### src/design/spms_pkg.sv
// Shared types and constants for the step/pause/move sequencer.
`default_nettype none
package spms_pkg;

    localparam int unsigned ADC_W       = 10;
    localparam int unsigned STEPS_W     = 21;
    localparam int unsigned DIST_W      = 22;
    localparam int unsigned TICKS_W     = 32;
    localparam int unsigned COUNT_W     = 16;
    localparam int unsigned COOL_W      = 8;
    localparam int unsigned DISP_W      = 3;
    localparam int unsigned CFG_IDX_W   = 2;
    localparam int unsigned CFG_DATA_W  = 32;
    localparam int unsigned S_DATA_W    = 16;
    localparam int unsigned M_DATA_W    = 48;

    localparam logic [COOL_W-1:0] COOLDOWN_RELOAD = 8'd250;

    // keypad ladder: below 539 is a direction key, 539..796 is SELECT, above is no key
    localparam logic [ADC_W-1:0] KEY_SELECT_LO = 10'd539;
    localparam logic [ADC_W-1:0] KEY_SELECT_HI = 10'd796;

    // ceil(2^26 / 5): steps = (|um| * 4) / 5, exact for operands below 2^26
    localparam int unsigned       DIV5_SHIFT = 26;
    localparam logic [23:0]       DIV5_MUL   = 24'd13421773;

    localparam logic [CFG_IDX_W-1:0] CFG_STEP_DIST   = 2'd0;
    localparam logic [CFG_IDX_W-1:0] CFG_PAUSE_TICKS = 2'd1;
    localparam logic [CFG_IDX_W-1:0] CFG_MOVE_COUNT  = 2'd2;

    localparam logic [STEPS_W-1:0] RST_STEPS       = 21'd1600;
    localparam logic [TICKS_W-1:0] RST_PAUSE_TICKS = 32'd1000;
    localparam logic [COUNT_W-1:0] RST_MOVE_COUNT  = 16'd3;

    localparam logic [DISP_W-1:0] DISP_NONE     = 3'd0;
    localparam logic [DISP_W-1:0] DISP_RUNNING  = 3'd1;
    localparam logic [DISP_W-1:0] DISP_PAUSED   = 3'd2;
    localparam logic [DISP_W-1:0] DISP_ABORTED  = 3'd3;
    localparam logic [DISP_W-1:0] DISP_FINISHED = 3'd4;

    localparam logic CMD_TICK  = 1'b0;
    localparam logic CMD_START = 1'b1;

    typedef enum logic [1:0] {
        KEY_NONE   = 2'd0,
        KEY_SELECT = 2'd1,
        KEY_OTHER  = 2'd2
    } t_key;

    typedef enum logic [4:0] {
        PH_START = 5'b00001,
        PH_MOVE  = 5'b00010,
        PH_WAIT  = 5'b00100,
        PH_PAUSE = 5'b01000,
        PH_EXIT  = 5'b10000
    } t_phase;

    typedef struct packed {
        logic command;
        t_key key;
        logic motion_busy;
    } t_item;

    typedef struct packed {
        logic                  valid;
        logic [CFG_IDX_W-1:0]  index;
        logic [CFG_DATA_W-1:0] data;
    } t_cfg_wr;

    typedef struct packed {
        logic               active;
        logic [COUNT_W-1:0] steps_left;
        logic [DISP_W-1:0]  display_code;
        logic               move_reverse;
        logic [STEPS_W-1:0] move_steps;
        logic               move_request;
        logic               exited;
    } t_result;

endpackage
`default_nettype wire

### src/design/spms_front.sv
// Front part: unpacks incoming transfers and classifies the keypad sample.
`default_nettype none
module spms_front (
    input  wire logic                          i_tuser,
    input  wire logic [spms_pkg::S_DATA_W-1:0] i_tdata,
    output spms_pkg::t_item                    o_item
);
    import spms_pkg::*;

    logic [ADC_W-1:0] w_sample;
    t_key             w_key;

    assign w_sample = i_tdata[ADC_W-1:0];

    always_comb begin
        if (w_sample inside {[KEY_SELECT_LO:KEY_SELECT_HI]}) begin
            w_key = KEY_SELECT;
        end else if (w_sample < KEY_SELECT_LO) begin
            w_key = KEY_OTHER;
        end else begin
            w_key = KEY_NONE;
        end
    end

    always_comb begin
        o_item.command     = i_tuser;
        o_item.key         = w_key;
        o_item.motion_busy = i_tdata[ADC_W];
    end

endmodule
`default_nettype wire

### src/design/spms_queue.sv
// Two-entry queue between the classifier and the sequencer.
`default_nettype none
module spms_queue (
    input  wire logic      i_clk,
    input  wire logic      i_rst_n,
    input  wire logic      i_push,
    input  wire spms_pkg::t_item i_item,
    output logic           o_full,
    input  wire logic      i_pop,
    output logic           o_valid,
    output spms_pkg::t_item o_item
);
    import spms_pkg::*;

    t_item      r_mem [2];
    logic       r_wr_ptr;
    logic       r_rd_ptr;
    logic [1:0] r_count;
    logic       w_push;
    logic       w_pop;

    assign o_full  = (r_count == 2'd2);
    assign o_valid = (r_count != 2'd0);
    assign o_item  = r_mem[r_rd_ptr];
    assign w_push  = i_push && !o_full;
    assign w_pop   = i_pop && o_valid;

    always_ff @(posedge i_clk) begin
        if (w_push) begin
            r_mem[r_wr_ptr] <= i_item;
        end
    end

    always_ff @(posedge i_clk) begin
        if (!i_rst_n) begin
            r_wr_ptr <= 1'b0;
            r_rd_ptr <= 1'b0;
            r_count  <= 2'd0;
        end else begin
            if (w_push) begin
                r_wr_ptr <= ~r_wr_ptr;
            end
            if (w_pop) begin
                r_rd_ptr <= ~r_rd_ptr;
            end
            case ({w_push, w_pop})
                2'b10:   r_count <= r_count + 2'd1;
                2'b01:   r_count <= r_count - 2'd1;
                default: r_count <= r_count;
            endcase
        end
    end

endmodule
`default_nettype wire

### src/design/spms_back.sv
// Back part: run state, config registers and the registered result stage.
`default_nettype none
module spms_back (
    input  wire logic            i_clk,
    input  wire logic            i_rst_n,
    input  wire spms_pkg::t_cfg_wr i_cfg,
    input  wire logic            i_valid,
    input  wire spms_pkg::t_item i_item,
    output logic                 o_pop,
    output logic                 o_out_valid,
    input  wire logic            i_out_ready,
    output spms_pkg::t_result    o_result
);
    import spms_pkg::*;

    // config: the step magnitude is converted when the register is written
    logic [STEPS_W-1:0] r_cfg_steps;
    logic               r_cfg_rev;
    logic [TICKS_W-1:0] r_pause_ticks;
    logic [COUNT_W-1:0] r_move_count;

    logic               r_running, n_running;
    t_phase             r_phase, n_phase;
    logic               r_paused, n_paused;
    logic [COOL_W-1:0]  r_cooldown, n_cooldown;
    logic [COUNT_W-1:0] r_moves_left, n_moves_left;
    logic [TICKS_W-1:0] r_pause_rem, n_pause_rem;

    logic               r_out_valid;
    t_result            r_out, n_out;

    logic [DIST_W-1:0]  w_dist;
    logic [DIST_W-1:0]  w_mag;
    logic [23:0]        w_mag4;
    logic [47:0]        w_prod;
    logic [COUNT_W-1:0] w_dec;
    t_key               w_key;
    logic               w_done;

    assign w_dist = i_cfg.data[DIST_W-1:0];
    assign w_mag  = w_dist[DIST_W-1] ? (~w_dist + 22'd1) : w_dist;
    assign w_mag4 = {w_mag, 2'b00};
    assign w_prod = w_mag4 * DIV5_MUL;

    always_ff @(posedge i_clk) begin
        if (!i_rst_n) begin
            r_cfg_steps   <= RST_STEPS;
            r_cfg_rev     <= 1'b0;
            r_pause_ticks <= RST_PAUSE_TICKS;
            r_move_count  <= RST_MOVE_COUNT;
        end else if (i_cfg.valid) begin
            case (i_cfg.index)
                CFG_STEP_DIST: begin
                    r_cfg_steps <= w_prod[DIV5_SHIFT +: STEPS_W];
                    r_cfg_rev   <= w_dist[DIST_W-1];
                end
                CFG_PAUSE_TICKS: r_pause_ticks <= i_cfg.data;
                CFG_MOVE_COUNT:  r_move_count  <= i_cfg.data[COUNT_W-1:0];
                default: ;
            endcase
        end
    end

    assign o_pop       = i_valid && (!r_out_valid || i_out_ready);
    assign o_out_valid = r_out_valid;
    assign o_result    = r_out;
    assign w_dec       = r_moves_left - 16'd1;

    always_comb begin
        n_running    = r_running;
        n_phase      = r_phase;
        n_paused     = r_paused;
        n_cooldown   = r_cooldown;
        n_moves_left = r_moves_left;
        n_pause_rem  = r_pause_rem;
        n_out        = '0;
        w_key        = KEY_NONE;
        w_done       = 1'b0;

        if (i_item.command == CMD_START) begin
            if (!r_running) begin
                n_running = 1'b1;
                n_phase   = PH_START;
                n_paused  = 1'b0;
            end
        end else if (r_running) begin
            if (r_cooldown != '0) begin
                n_cooldown = r_cooldown - 8'd1;
            end else begin
                w_key = i_item.key;
            end

            if (r_phase == PH_EXIT) begin
                n_cooldown  = COOLDOWN_RELOAD;
                n_phase     = PH_START;
                n_paused    = 1'b0;
                n_running   = 1'b0;
                n_out.exited = 1'b1;
                w_done      = 1'b1;
            end else if (w_key == KEY_SELECT) begin
                n_paused           = !r_paused;
                n_out.display_code = r_paused ? DISP_RUNNING : DISP_PAUSED;
                n_cooldown         = COOLDOWN_RELOAD;
            end else if (w_key != KEY_NONE) begin
                n_out.display_code = DISP_ABORTED;
                n_phase            = PH_EXIT;
                n_paused           = 1'b0;
                n_cooldown         = COOLDOWN_RELOAD;
                w_done             = 1'b1;
            end

            if (!w_done && !n_paused) begin
                case (r_phase)
                    PH_START: begin
                        n_moves_left       = r_move_count;
                        n_out.display_code = DISP_RUNNING;
                        n_pause_rem        = r_pause_ticks;
                        n_phase            = PH_PAUSE;
                    end
                    PH_MOVE: begin
                        n_out.move_reverse = r_cfg_rev;
                        n_out.move_steps   = r_cfg_steps;
                        n_out.move_request = 1'b1;
                        n_phase            = PH_WAIT;
                    end
                    PH_WAIT: begin
                        if (!i_item.motion_busy) begin
                            n_moves_left = w_dec;
                            if (w_dec == '0) begin
                                n_phase            = PH_EXIT;
                                n_out.display_code = DISP_FINISHED;
                            end else begin
                                n_pause_rem        = r_pause_ticks;
                                n_phase            = PH_PAUSE;
                                n_out.display_code = DISP_RUNNING;
                            end
                        end
                    end
                    PH_PAUSE: begin
                        if (r_pause_rem != '0) begin
                            n_pause_rem = r_pause_rem - 32'd1;
                        end else begin
                            n_phase = PH_MOVE;
                        end
                    end
                    default: ;
                endcase
            end
        end

        n_out.steps_left = n_moves_left;
        n_out.active     = n_running;
    end

    always_ff @(posedge i_clk) begin
        if (!i_rst_n) begin
            r_running    <= 1'b0;
            r_phase      <= PH_START;
            r_paused     <= 1'b0;
            r_cooldown   <= COOLDOWN_RELOAD;
            r_moves_left <= '0;
            r_pause_rem  <= '0;
            r_out_valid  <= 1'b0;
        end else begin
            if (o_pop) begin
                r_running    <= n_running;
                r_phase      <= n_phase;
                r_paused     <= n_paused;
                r_cooldown   <= n_cooldown;
                r_moves_left <= n_moves_left;
                r_pause_rem  <= n_pause_rem;
                r_out_valid  <= 1'b1;
            end else if (i_out_ready) begin
                r_out_valid  <= 1'b0;
            end
        end
    end

    always_ff @(posedge i_clk) begin
        if (o_pop) begin
            r_out <= n_out;
        end
    end

    a_exit_idle: assert property (@(posedge i_clk) disable iff (!i_rst_n)
        r_out_valid && r_out.exited |-> !r_out.active)
        else $error("exit result still reports an active run");

    a_move_active: assert property (@(posedge i_clk) disable iff (!i_rst_n)
        r_out_valid && r_out.move_request |-> r_out.active && r_phase == PH_WAIT)
        else $error("move issued outside an active run");

    a_exit_running: assert property (@(posedge i_clk) disable iff (!i_rst_n)
        r_phase == PH_EXIT |-> r_running)
        else $error("exit phase while idle");

    a_pause_idle: assert property (@(posedge i_clk) disable iff (!i_rst_n)
        !r_running |-> !r_paused)
        else $error("paused flag set while idle");

endmodule
`default_nettype wire

### src/design/step_pause_move_sequencer_core.sv
// Top level of the step/pause/move sequencer.
//
// Input stream (i_s_*): one transfer per tick or start command. tuser is the
// command (0 tick, 1 start a run if idle); tdata carries the keypad ADC
// sample and the motion-busy flag of that tick.
// Output stream (o_m_*): exactly one result transfer per input transfer, in
// order. tlast marks the tick on which the run ends.
// Config channel (i_cfg_*): register index and data, taken every cycle;
// 0 step distance in um (signed 22 bit), 1 pause ticks, 2 move count.
// Write it only while no input is outstanding.
// A result passes through a queue entry and the result register before it
// is offered. Throughput is one item per cycle while the receiver takes
// results; the back computes each state update combinationally.
// A two-entry queue sits between the classifier and the sequencer, and the
// result register is refilled in the cycle it is taken, so input keeps
// flowing while a result waits. When the receiver stalls, the result
// register holds, the queue takes transfers until both entries are used,
// and then o_s_tready drops.
// Reset (synchronous, active low) idles the sequencer, restores the config
// defaults (2000 um, 1000 ticks, 3 moves) and empties the queue.
`default_nettype none
module step_pause_move_sequencer_core (
    input  wire logic                            i_clk,
    input  wire logic                            i_rst_n,
    input  wire logic                            i_s_tvalid,
    output logic                                 o_s_tready,
    // [9:0] adc_sample, [10] motion_busy, [15:11] zero
    input  wire logic [spms_pkg::S_DATA_W-1:0]   i_s_tdata,
    // [0] command
    input  wire logic                            i_s_tuser,
    output logic                                 o_m_tvalid,
    input  wire logic                            i_m_tready,
    // [0] move_request, [21:1] move_steps, [22] move_reverse,
    // [25:23] display_code, [41:26] steps_left, [42] active, [47:43] zero
    output logic [spms_pkg::M_DATA_W-1:0]        o_m_tdata,
    // exited
    output logic                                 o_m_tlast,
    input  wire logic                            i_cfg_valid,
    output logic                                 o_cfg_ready,
    input  wire logic [spms_pkg::CFG_IDX_W-1:0]  i_cfg_index,
    input  wire logic [spms_pkg::CFG_DATA_W-1:0] i_cfg_data
);
    import spms_pkg::*;

    t_item   w_front_item;
    t_item   w_q_item;
    logic    w_q_full;
    logic    w_q_valid;
    logic    w_pop;
    t_cfg_wr w_cfg;
    t_result w_result;

    assign o_s_tready  = !w_q_full;
    assign o_cfg_ready = 1'b1;

    always_comb begin
        w_cfg.valid = i_cfg_valid;
        w_cfg.index = i_cfg_index;
        w_cfg.data  = i_cfg_data;
    end

    spms_front u_front (
        .i_tuser (i_s_tuser),
        .i_tdata (i_s_tdata),
        .o_item  (w_front_item)
    );

    spms_queue u_queue (
        .i_clk   (i_clk),
        .i_rst_n (i_rst_n),
        .i_push  (i_s_tvalid),
        .i_item  (w_front_item),
        .o_full  (w_q_full),
        .i_pop   (w_pop),
        .o_valid (w_q_valid),
        .o_item  (w_q_item)
    );

    spms_back u_back (
        .i_clk       (i_clk),
        .i_rst_n     (i_rst_n),
        .i_cfg       (w_cfg),
        .i_valid     (w_q_valid),
        .i_item      (w_q_item),
        .o_pop       (w_pop),
        .o_out_valid (o_m_tvalid),
        .i_out_ready (i_m_tready),
        .o_result    (w_result)
    );

    assign o_m_tlast = w_result.exited;
    assign o_m_tdata = {5'd0,
                        w_result.active,
                        w_result.steps_left,
                        w_result.display_code,
                        w_result.move_reverse,
                        w_result.move_steps,
                        w_result.move_request};

endmodule
`default_nettype wire
### config.mk
export PLATFORM = sky130hd
export DESIGN_NAME = step_pause_move_sequencer_core
export DESIGN_NICKNAME = d
export VERILOG_FILES = /design/src/design/spms_pkg.sv /design/src/design/spms_front.sv /design/src/design/spms_queue.sv /design/src/design/spms_back.sv /design/src/design/step_pause_move_sequencer_core.sv
export SDC_FILE = /design/constraint.sdc
export NUM_CORES = 1
export LEC_CHECK = 0
export BUFFER_PORTS_ARGS = -buffer_cell sky130_fd_sc_hd__buf_2
export CORE_ASPECT_RATIO = 0.6
export CORE_MARGIN = 1.5
export CORE_UTILIZATION = 43
export DETAILED_ROUTE_END_ITERATION = 10
export PLACE_DENSITY = 0.74
export SETUP_SLACK_MARGIN = 0.3
export SLEW_MARGIN = 20
export SYNTH_ARGS = -nofsm -noshare
export SYNTH_HDL_FRONTEND = slang
export SYNTH_SLANG_ARGS = --single-unit
### constraint.sdc
create_clock -name i_clk -period 8.3 [get_ports i_clk]
set_clock_uncertainty 0.1 [all_clocks]
set_input_delay 0.83 -clock i_clk [delete_from_list [all_inputs] [get_ports i_clk]]
set_output_delay 0.83 -clock i_clk [all_outputs]
set_load 0.02 [all_outputs]
== Yosys cells after proc, flatten, opt, wreduce, memory -nomap -nowiden ==
Memory sizes are Yosys's and may differ from the RTL's. A register that Yosys moved wholly into a read port is not among the register bits.
Cells that the tools add are included.
Storage, ports and cells
  word-level logic and storage cells: 148
  bits of input ports: 56
  register bits: 182
  output and inout port bits: 52
  bits in writable memories: 8
  memories: 1
Memories
  u_queue.r_mem: depth 2, bits a word 4, rd ports 1, clocked after memory_dff 1, write ports 1, RTL line spms_queue.sv:15  | t_item r_mem [2];
Cells by class
  muxes and demuxes: 63
  multiply operators: 1
  reduce and logical (&&, ||, !) cells: 31
  bitwise operators: 7
  magnitude comparators: 3
  equality and inequality tests: 15
  $add $sub $neg: 6
Operators by type and width (count)
  $mux 32: 3
  $pmux 32 s3: 1
  $mux 16: 4
  $mux 5: 10
  $mul 22x24->45 const B: 1
  $mux 8: 4
  $pmux 16 s2: 1
  $reduce_bool 32->1: 1
  $sub 32x1->32 const B: 1
  $mux 26: 1
  $mux 1: 23
  $mux 23: 1
  $add 22x1->22 const B: 1
  $mux 22: 1
  $not 22->22: 1
  $pmux 5 s4: 1
  $logic_not 16->1: 1
  $sub 16x1->16 const B: 1
  $mux 2: 7
  $mux 3: 4
  $ge 10x10->1 const B: 1
  $le 10x10->1 const B: 1
  $lt 10x10->1 const B: 1
  $reduce_bool 2->1: 5
  other kinds (29): 50

== Logic depth before layout (Yosys ltp) ==
  depth in word-level cells: 15
  depth in mapped cells: 31
  mapped depth without buffers: 30

== Hierarchy ==
From an unflattened synthesis, not the netlist that was laid out.
Second synthesis, totals
  cells, all modules: 1822
  area, all modules: 16129.2 um2
Modules (own cells, without submodules)
  spms_back: area each 15472.3 um2, seq. area each 4003.8 um2, cells each 1763, instances 1
  spms_queue: area each 524.3 um2, seq. area each 340.3 um2, cells each 38, instances 1
  spms_front: area each 76.3 um2, seq. area each 0.0 um2, cells each 12, instances 1
  step_pause_move_sequencer_core: area each 56.3 um2, seq. area each 0.0 um2, cells each 9, instances 1

== Worst setup path before layout ==
No wires, ideal clock.
  path kind: input -> register
  start: input port i_cfg_data[3] (netlist name)
  end: register u_back.r_cfg_steps[10]
  data required time: 8.136 ns
  path slack: -0.369 ns
  arrival time: 8.505 ns
  stages: 26
  buffers on the path: 1
  path through: or4_1 or4_1 nand2b_1 o31a_1 xnor2_1 xor2_1 fa_1 inv_1 fa_1 inv_1 fa_1 fa_1 inv_1 fa_1 fa_1 inv_1 ha_1 nand2_1 nand2b_1 a21o_1 a21o_1 a221o_1 or2_2 clkbuf_1 or4b_2 nand4_1
On the way
  word-level cells in the longest chain between the ends: 4
RTL lines
  start, declared: RTL line step_pause_move_sequencer_core.sv:41  | input wire logic [spms_pkg::CFG_DATA_W-1:0] i_cfg_data
  $not 22->22: RTL line spms_back.sv:41  | assign w_mag = w_dist[DIST_W-1] ? (~w_dist + 22'd1) : w_dist;
  $add 22x1->22: RTL line spms_back.sv:41
  $mux 22 (*): RTL line spms_back.sv:41
  $mul 22x24->45 (*): RTL line spms_back.sv:43  | assign w_prod = w_mag4 * DIV5_MUL;
  end signal, assigned: RTL line spms_back.sv:54  | r_cfg_steps <= w_prod[DIV5_SHIFT +: STEPS_W];
  end, declared: RTL line spms_back.sv:17  | logic [STEPS_W-1:0] r_cfg_steps;
Every way passes the cells marked *; elsewhere a longest branch is shown, timed or not.
A chain may end at the register's enable or synchronous reset.

== Worst setup path after layout ==
  start: input port i_cfg_data[6] (netlist name)
  end: register u_back.r_cfg_steps[10]
The elaborated chain is that of the path after synthesis.

==> results_dict.tcl <==
set metrics [dict create \
    final_cell_mix "inv_1, nand2_1, ha_1" \
    drt_iter0_drc 1260 \
    clkTransAtPathRegs_ns 0.07 \
    htree_levels 4 \
    cts_buffers 17 \
    synthArstFlopShare_pct 0 \
    yosys_most_used_dff "dfxtp_1" \
    critPathLaunchType "input port" \
    final_cells 2577 \
    grt_pass1_vias 13910 \
    synth-edff-count 52 \
    ys_ff_latch 191 \
    worstPathRequired_ns 8.58 \
    antenna_found_initial 0 \
    cts_buffer_depth 2 \
    num_antenna_cells 0 \
    syn-cell-area_um2 16360 \
    ant_nets 0 \
    ys_warn_count 0 \
    gp_congestion 1.016 \
    hold_path.class "reg2reg" \
    layout_commonest_cell "inv_1" \
    grt.overflow.total 0 \
    cap_violations 0 \
    path_max_fanout 5 \
    setup_violations 0 \
    utilization_pct 51.61 \
    status "completed" \
    drc_errors 0 \
    wl_per_cell_um 18.05 \
    cp-end-kind "flip-flop" \
    ys_types 74 \
    nNetsFinal 2423 \
    num_io_pins 108 \
    hold_buffers 0 \
    portBuffers 96 \
    seq_area_frac_synth_pct 26.56 \
    num_vias 13980 \
    track_usage_pct 24.40 \
    placed_cells 2535 \
    fin_crit_ns 7.865 \
    max_slew_margin_pct 27.86 \
    clock_latency_ns 0.45 \
    syn_inst 1862 \
    drtPass1Iterations 5 \
    finalSetupTns_ns 0 \
    initial_core_util_pct 43.54 \
    cts_tree "done" \
    crit_type "in2reg" \
    area_growth_pct 18.53 \
    cts.sinks 191 \
    root_buffer "clkbuf_16" \
    finalCritPeriodShare_pct 94.76 \
    die_area_um2 39260 \
    dieWidth_um 254.8 \
    grt_pass1_wl_mm 74.85 \
    place_area_um2 18380 \
    hpwlAfterDp_mm 37.23 \
    drv_slew 0 \
    die_h_um 154.1 \
    max_clock_freq_mhz 127.1 \
    tightest_slew_ns 1.082 \
    grt_start_max_net_pins 66 \
    core_area_um2 37570 \
    hold_viol_final 0 \
    synth.avg_cell_area_um2 8.785 \
    rsz0062_at_grt "yes" \
    viasPerCell 5.425 \
    arrival_ns 8.14 \
    routed_wl_mm 46.50 \
    drive_above_1_share_pct 18.60 \
    row_count 55 \
    postLayoutCellArea_um2 19390 \
]
## cell usage after synthesis, drive strengths merged, types with 16 or more instances
cell type | count | area [um2]
nor2 | 89 | 334.1
fa | 132 | 2643
buf | 20 | 125.1
xnor2 | 39 | 341.6
nand3 | 34 | 170.2
o21ai | 92 | 460.4
nand2b | 16 | 100.1
clkbuf | 65 | 244.0
xor2 | 18 | 157.7
nor4 | 17 | 106.4
and3 | 37 | 231.5
a21oi | 125 | 625.6
nand2 | 213 | 799.5
dfxtp | 139 | 2783
or3 | 17 | 106.4
a21o | 23 | 172.7
ha | 184 | 2302
nor3 | 44 | 220.2
inv | 273 | 1025
edfxtp | 52 | 1562
## flip-flops by register name (all words and copies together), names as in the netlist, 5 cells and up, named ones only
register	count
u_back.r_pause_rem	32
u_back.r_cfg_steps	21
u_queue.r_mem	8
u_back.o_result	44
u_back.r_pause_ticks	32
u_back.r_phase	5
u_back.r_moves_left	16
u_back.r_move_count	16
u_back.r_cooldown	8
## through the flow
step / worst slack [ns] / hold WS (ns)
floorplan: 0.3043 / 0.3274
global placement: -0.1666 / 0.3395
detailed placement: -0.3208 / 0.3461
CTS: 0.2965 / 0.3563
global route: 0.2335 / 0.3823
finish: 0.4345 / 0.3539
## final cells by class
| class | instances | area [um2] |
|---|---|---|
| fill | 3432 | 18180 |
| sequential | 191 | 4344 |
| tap | 513 | 641.9 |
| inverter | 273 | 1025 |
| multi-input combinational | 1317 | 11130 |
| clock inverter | 12 | 132.6 |
| timing repair buffer | 251 | 1664 |
| clock buffer | 20 | 456.7 |
## final timing paths
| kind | start | endpoint | slack, ns | cells past startpoint |
|---|---|---|---|---|
| max reg2reg | u_back.r_pause_rem[0] | u_back.r_pause_rem[18] | 3.65 | 10 |
| max | i_cfg_data[6] | u_back.r_cfg_steps[10] | 0.43 | 26 |
| min reg2reg | u_back.r_cfg_steps[15] | u_back.r_cfg_steps[15] | 0.35 | 2 |
| min | u_back.r_cfg_steps[15] | u_back.r_cfg_steps[15] | 0.35 | 2 |
## critical path, stage by stage
cell	delay, ns
buf_6	0.09
or4_4	0.53
or4_4	0.54
nand2b_4	0.19
o31a_1	0.27
xnor2_2	0.15
buf_6	0.15
xor2_4	0.15
fa_1	0.59
inv_2	0.07
fa_1	0.49
inv_1	0.05
fa_1	0.46
fa_1	0.56
fa_2	0.48
fa_1	0.60
ha_4	0.22
and3_4	0.15
and3_4	0.18
and2_4	0.14
buf_6	0.11
nand4b_1	0.14
a31oi_2	0.12
or2_4	0.27
or4b_4	0.48
nand4_1	0.10
## what timing repair did
| item | in CTS | in global routing |
|---|---|---|
| pin swaps | 4 | 37 |
| endpoints found under the setup margin | 10 | 20 |
| gates resized for setup | 11 | 48 |
| buffers inserted | 3 | 7 |
## layer usage
layer,up-vias,part of all wire (%),global-route usage [%]
met1,6817,49,36.45
met3,42,8.0,6.552
met5,-,0,0
met4,0,2.1,5.889
li1,6681,-,-
met2,441,41,34.59
## cell families (layout without fill, tap and decap cells)
group | count (synthesis) | count (layout) | synth area share (%)
xor+xnor | 57 | 57 | 3.052
flops | 191 | 191 | 26.56
simple gates | 553 | 553 | 16.56
fa+ha+maj | 316 | 316 | 30.23
mux | 7 | 7 | 0.4513
compound gates | 378 | 378 | 14.59
other cells | 2 | 6 | 0.04591
buf+inv | 358 | 556 | 8.521
Power is not shown: default switching activity piles up to over one toggle a cycle in this logic, so the estimate is an artifact.
